--- src/rtl/core/vertex_dedup_indexer_assert.svh ---
// Assertion macros for the vertex deduplication indexer.
// The macros expect clk_i and rst_ni to be visible where they are used.
`ifndef VERTEX_DEDUP_INDEXER_ASSERT_SVH
`define VERTEX_DEDUP_INDEXER_ASSERT_SVH

`ifndef SYNTH

// Same-cycle implication, disabled while reset is active.
`define VDI_ASSERT_IMP(lbl, ante, cons, msg) \
  lbl: assert property (@(posedge clk_i) disable iff (!rst_ni) (ante) |-> (cons)) \
    else $error(msg);

// Next-cycle implication, disabled while reset is active.
`define VDI_ASSERT_NXT(lbl, ante, cons, msg) \
  lbl: assert property (@(posedge clk_i) disable iff (!rst_ni) (ante) |=> (cons)) \
    else $error(msg);

`else

`define VDI_ASSERT_IMP(lbl, ante, cons, msg)
`define VDI_ASSERT_NXT(lbl, ante, cons, msg)

`endif

`endif

--- src/rtl/core/vdi_pkg.sv ---
package vdi_pkg;

  localparam int unsigned TABLE_ENTRIES = 1024;
  localparam int unsigned KEY_WORDS     = 4;
  localparam int unsigned WORD_W        = 64;
  localparam int unsigned STORE_DEPTH   = TABLE_ENTRIES * KEY_WORDS;
  localparam int unsigned ENTRY_W       = $clog2(TABLE_ENTRIES);
  localparam int unsigned COUNT_W       = $clog2(TABLE_ENTRIES + 1);
  localparam int unsigned WSEL_W        = $clog2(KEY_WORDS);
  localparam int unsigned ADDR_W        = ENTRY_W + WSEL_W;
  localparam int unsigned INDEX_W       = 10;

  typedef struct packed {
    logic        first_of_mesh;
    logic [31:0] pos_x;
    logic [31:0] pos_y;
    logic [31:0] pos_z;
    logic [31:0] tex_u;
    logic [31:0] tex_v;
    logic [31:0] norm_x;
    logic [31:0] norm_y;
    logic [31:0] norm_z;
  } vdi_in_t;

  typedef struct packed {
    logic [INDEX_W-1:0] vertex_index;
    logic               is_new;
    logic               table_full;
  } vdi_out_t;

  // Control of the shared word comparator, one key word per cycle.
  typedef struct packed {
    logic valid;
    logic first;
    logic last;
  } vdi_cmp_ctrl_t;

  typedef enum logic [3:0] {
    ST_IDLE   = 4'b0001,
    ST_SCAN   = 4'b0010,
    ST_WRITE  = 4'b0100,
    ST_FINISH = 4'b1000
  } vdi_state_e;

  // The 256-bit key is held as four 64-bit words, low half first.
  function automatic logic [WORD_W-1:0] key_word(input vdi_in_t v,
                                                 input logic [WSEL_W-1:0] w);
    logic [WORD_W-1:0] word;
    unique case (w)
      2'd0:    word = {v.pos_y, v.pos_x};
      2'd1:    word = {v.tex_u, v.pos_z};
      2'd2:    word = {v.norm_x, v.tex_v};
      default: word = {v.norm_z, v.norm_y};
    endcase
    return word;
  endfunction

  // Low bits of a table index, zero-extended when the table is narrow.
  function automatic logic [INDEX_W-1:0] to_index(input logic [ENTRY_W-1:0] e);
    logic [ENTRY_W+INDEX_W-1:0] wide;
    wide = {{INDEX_W{1'b0}}, e};
    return wide[INDEX_W-1:0];
  endfunction

endpackage

--- src/rtl/core/vdi_cmp.sv ---
module vdi_cmp import vdi_pkg::*; (
  input  logic              clk_i,
  input  logic              rst_ni,
  input  vdi_cmp_ctrl_t     ctrl_i,
  input  logic [WORD_W-1:0] a_i,
  input  logic [WORD_W-1:0] b_i,
  output logic              hit_o
);

  logic acc_q, acc_d;
  logic acc_cur;
  logic acc_new;

  // The accumulator restarts on the first word of each entry and ANDs in
  // every later word, so a hit means all key words matched.
  assign acc_cur = ctrl_i.first ? 1'b1 : acc_q;
  assign acc_new = acc_cur & (a_i == b_i);
  assign acc_d   = ctrl_i.valid ? acc_new : acc_q;
  assign hit_o   = ctrl_i.valid & ctrl_i.last & acc_new;

  always_ff @(posedge clk_i or negedge rst_ni) begin
    if (!rst_ni) begin
      acc_q <= 1'b0;
    end else begin
      acc_q <= acc_d;
    end
  end

endmodule
--- config.mk ---
export PLATFORM = sky130hd
export DESIGN_NAME = vdi_cmp
export DESIGN_NICKNAME = d
export VERILOG_FILES = /design/src/rtl/core/vertex_dedup_indexer_assert.svh /design/src/rtl/core/vdi_pkg.sv /design/src/rtl/core/vdi_cmp.sv
export SDC_FILE = /design/constraint.sdc
export NUM_CORES = 1
export LEC_CHECK = 0
export BUFFER_PORTS_ARGS = -buffer_cell sky130_fd_sc_hd__buf_2
export CORE_AREA = 3 3 58 60
export DETAILED_ROUTE_END_ITERATION = 10
export DIE_AREA = 0 0 61 63
export PLACE_DENSITY_LB_ADDON = 0.2
export SYNTH_ARGS = -nofsm -noshare
export SYNTH_HDL_FRONTEND = slang
export SYNTH_SLANG_ARGS = --single-unit
--- constraint.sdc ---
create_clock -name clk_i -period 2.1 [get_ports clk_i]
set_clock_uncertainty 0.2 [all_clocks]
set_input_delay 0.42 -clock clk_i [delete_from_list [all_inputs] [get_ports clk_i]]
set_output_delay 0.42 -clock clk_i [all_outputs]
set_load 0.02 [all_outputs]
### After elaboration in Yosys (flattened, before gate mapping)

Cells that the tools add are included.

* bits of input ports: 133
* bits in registers: 1
* output and inout bits: 1
* logic and storage cells: 6

* equality and inequality tests: 1
* bitwise operators: 3
* mux-type cells: 1

Operators with widths (count)
* 64-bit == test: 1
* 1-bit AND: 3
* 1-bit 2-to-1 mux: 1

### Depth between registers and ports, before layout

* depth in word-level cells: 3
* mapped depth: 5
* gate-level depth less buffers: 5

### Worst setup path after synthesis

OpenSTA, ideal clock, no wires.

* path type: input-to-output
* start: input port b_i[50]
* end: output port hit_o
* slack: 0.044 ns
* arrival: 1.436 ns
* stages on the path: 5
* required time: 1.480 ns
* buffers on the path: 0
* cell sequence: xor2_1 > nor4_1 > and4_1 > nand4_2 > nor3_2

* longest elaborated chain between the ends: 3

Ends and longest elaborated chain
* from (decl): RTL line vdi_cmp.sv:6 `input logic [WORD_W-1:0] b_i,`
* 64-bit == test: RTL line vdi_cmp.sv:17 `assign acc_new = acc_cur & (a_i == b_i);`
* 1-bit AND: RTL line vdi_cmp.sv:17
* 1-bit AND: RTL line vdi_cmp.sv:19 `assign hit_o = ctrl_i.valid & ctrl_i.last & acc_new;`
* to (decl): RTL line vdi_cmp.sv:7 `output logic hit_o`

Every way passes these cells.

### Worst setup path after layout

* start: input port a_i[50]
* end: output port hit_o

* longest elaborated chain between the ends: 3

Ends and longest elaborated chain
* from (decl): RTL line vdi_cmp.sv:5 `input logic [WORD_W-1:0] a_i,`
* 64-bit == test: RTL line vdi_cmp.sv:17
* 1-bit AND: RTL line vdi_cmp.sv:17
* 1-bit AND: RTL line vdi_cmp.sv:19

Every way passes these cells.

==> results summary <==
The classification of the worst setup path is in2out. The number of global-route vias before repair came out at 1110. Entering global routing, the biggest net connects 3 pins. STA classifies the critical path endpoint as an output pin. The number of I/O port buffers is 133.

The layout has 305 filler cells. The worst setup path is launched from an input pin. The initial standard-cell utilization of the core came out at 0.2803.

The HPWL after detailed placement came out at 2.776 mm. Of the available clock period, the critical path in the final layout requires 1.067. Leaving out fill and tap cells, the most frequent cell in the layout is buf_2. Counting cells, the worst reg-to-reg path comes to 5. The worst slew margin relative to its limit came out at 0.8328. The number of nets in the final layout is 372. The distinct cell type count of the synthesized netlist came out at 22. The worst hold path belongs to the class reg2reg. The fraction of power consumed by the clock network is 0. The combinational share of power came out at 0.935. The layout cell share with drive strength beyond 1 is 0.6203. The largest voltage drop on the vdd net came out at 0.00008005 V. The post-layout utilization of the core is 0.5424.

For this run, the top clock speed supported by timing is 446.2 MHz. Relative to the synthesized area, the layout overhead comes to 93.55%. The power per cell area is 186.2 nW/µm².

The I/O pin count is 134. The largest registers in the layout are acc_q: 1 flops. The critical path starts at a_i[50]. The synthesized design spends more area on one cell type than any other, namely xnor2_1. The worst-case register-to-register setup slack is 0.70 ns.

The final non-filler cell area is 1615 µm². The clock transition at the registers of the reported paths came out at 0 ns. The arrival time at the worst endpoint came out at 1.62 ns. The cell count after placement is 268.

The flip-flop count of the largest register, all copies and words added came out at 1. The routed wire length came out at 2.875 mm. The flow ran to the end, but the final reports show violations. The final reports fail on setup timing. The wire length of the first global-routing pass is 4.119 mm. The largest fanout of any net on the critical path came out at 2. The startpoint of the most critical register-to-register path is acc_q.

The horizontal die dimension came out at 61 µm. Counting flops per register, the top entry is acc_q. The clock latency on the worst-skew pair is 0 ns.

At the pin with the least slew margin, the transition time is 0.2485 ns. The reported max-cap violation count came out at 0. The count of yosys warnings during synthesis came out at 0.

The area inside the core boundary is 2978 µm². The non-filler instance count after layout is 270. For this block, the via count after detailed routing is 1180. The data required time of the critical path is 1.48 ns.

The clock period minus final worst setup slack is 2.241 ns. In the layout the commonest cells are buf_2, xnor2_1, xor2_1. The switching share of power is 0.3540. Dividing the detail-routed wire length by the instance count gives 10.65 µm. After detailed routing, the number of remaining DRC violations is 0. The global route total overflow came out at 0. After detailed placement, the total cell area comes to 1556 µm². The area of the mapped netlist is 834.6 µm². The vertical die dimension came out at 63 µm.

The setup slack of the critical path after layout is -0.1410 ns. The post-place setup slack came out at -0.2066 ns. The final number of max-transition violations is 0. The number of cells produced by synthesis came out at 100. The share of synthesized area in the top cell type comes to 0.4618. The startpoint identified for the worst hold timing path is acc_q. The worst register-to-register path ends at acc_q.

In this run the static leakage power is 0.0008041 µW. The mean instance size in the synthesized netlist is 8.346 µm². The number of hold-slack violations in the final timing report came out at 0.

The final count of negative-setup-slack endpoints came out at 1. The remaining number of nets flagged by the antenna check after routing is 0. The internal power of the cells totals 194.3 µW. For this run, the register share of the synthesized area comes to 0.02999. The routability congestion estimate came out at 0.6856. The number of antenna diodes in the final layout is 0. The count of TritonRoute iterations in the first routing pass came out at 3. Setup repair after global routing could not meet its margin everywhere.

The switching component of the power is 106.5 µW. The floorplan has 20 rows. The endpoint of the worst setup timing path is hit_o.

The share of total power dissipated in sequential elements is 0.065. The flip-flop and latch count after synthesis came out at 1. The initial antenna violation count came out at 0. The DRC marker count from the first detailed-route iteration is 10. The die area is 3843 µm². The overall fraction of global-route tracks in use is 0.1309. Synthesis produced a netlist with a net count of 233.

The post-detailed-route via-to-cell ratio is 4.370. Final hold analysis gives a worst-case slack of 0.3523 ns. Ranked by total cell area, the synthesized netlist is headed by xnor2_1, xor2_1, nand4_1.
-- kinds of logic (layout without fill, tap and decap cells) --
kind of cell	count (synthesis)	after routing	share of synthesized area
AOI/OAI and AO/OA	8	8	0.08395
DFF	1	1	0.02998
buffers and inverters	8	145	0.03598
and+or+nand+nor	26	26	0.2519
xor gates and xnor gates	57	57	0.5982
-- routing by layer --
metal,global-route usage,share of wire,vias up
li1,-,-,623
met1,0.1259,0.31,491
met2,0.2767,0.56,66
met3,0.03099,0.13,0
met4,0,0,0
met5,0,0,-
-- layout make-up --
cell class                      count  area [µm²]  area share
Sequential cell                     1       25.02     0.01549
Timing Repair Buffer              137       719.4      0.4454
Tap cell                           33       41.29     0.02556
Inverter                            8       30.03     0.01859
Multi-Input combinational cell     91       799.5      0.4950
-- synthesized netlist by cell type --
library cell,number
a21boi_0,1
a21oi_1,1
a221oi_2,1
and2b_2,1
and4_1,1
dfrtp_1,1
inv_1,8
nand2b_1,3
nand3_1,2
nand4_1,10
nand4_2,1
nor3_1,1
nor3_2,1
nor4_1,3
nor4_2,1
nor4_4,2
o2111ai_1,1
o221ai_1,1
o22ai_1,2
o22ai_2,1
xnor2_1,44
xor2_1,13
-- critical path, stage by stage --
cell and delay, ns:
buf_6 0.09, xor2_1 0.15, nor4_1 0.29, and4_1 0.24
nand4_2 0.14, nor3_2 0.13, buf_4 0.16
-- power groups by stage --
| stage | clock network, µW | logic, µW | registers (µW) |
|---|---|---|---|
| after floorplan | 0 | 125 | 19.6 |
| after global placement | 0 | 273 | 19.6 |
| after detailed placement | 0 | 275 | 19.6 |
| after CTS | 0 | 281 | 19.6 |
| after global routing | 0 | 311 | 19.6 |
| final | 0 | 281 | 19.6 |
-- worst min-delay path by stage --
stage | slack [ns] | cells after the start | to
final | 0.35 | 2 | acc_q
after global routing | 0.38 | 2 | acc_q
after CTS | 0.36 | 2 | acc_q
after detailed placement | -0.004 | 1 | acc_q
after global placement | -0.004 | 1 | acc_q
after floorplan | -0.08 | 0 | acc_q
-- metrics by stage --
step	TNS, ns	total power, µW
after floorplan	0	144.8
after global placement	-0.2449	292.5
after detailed placement	-0.2066	294.9
after CTS	-0.1672	300.2
after global routing	-0.2472	330.7
final	-0.1410	300.7
-- timing repair --
action,4_1_cts,5_1_grt
gates resized for setup,4,3
setup buffers,0,1
pin swaps,1,4
hold endpoints to repair,1,0
hold buffers,1,0
endpoints found under the setup margin,1,1
Note: power is estimated with default switching activity, not from simulation.
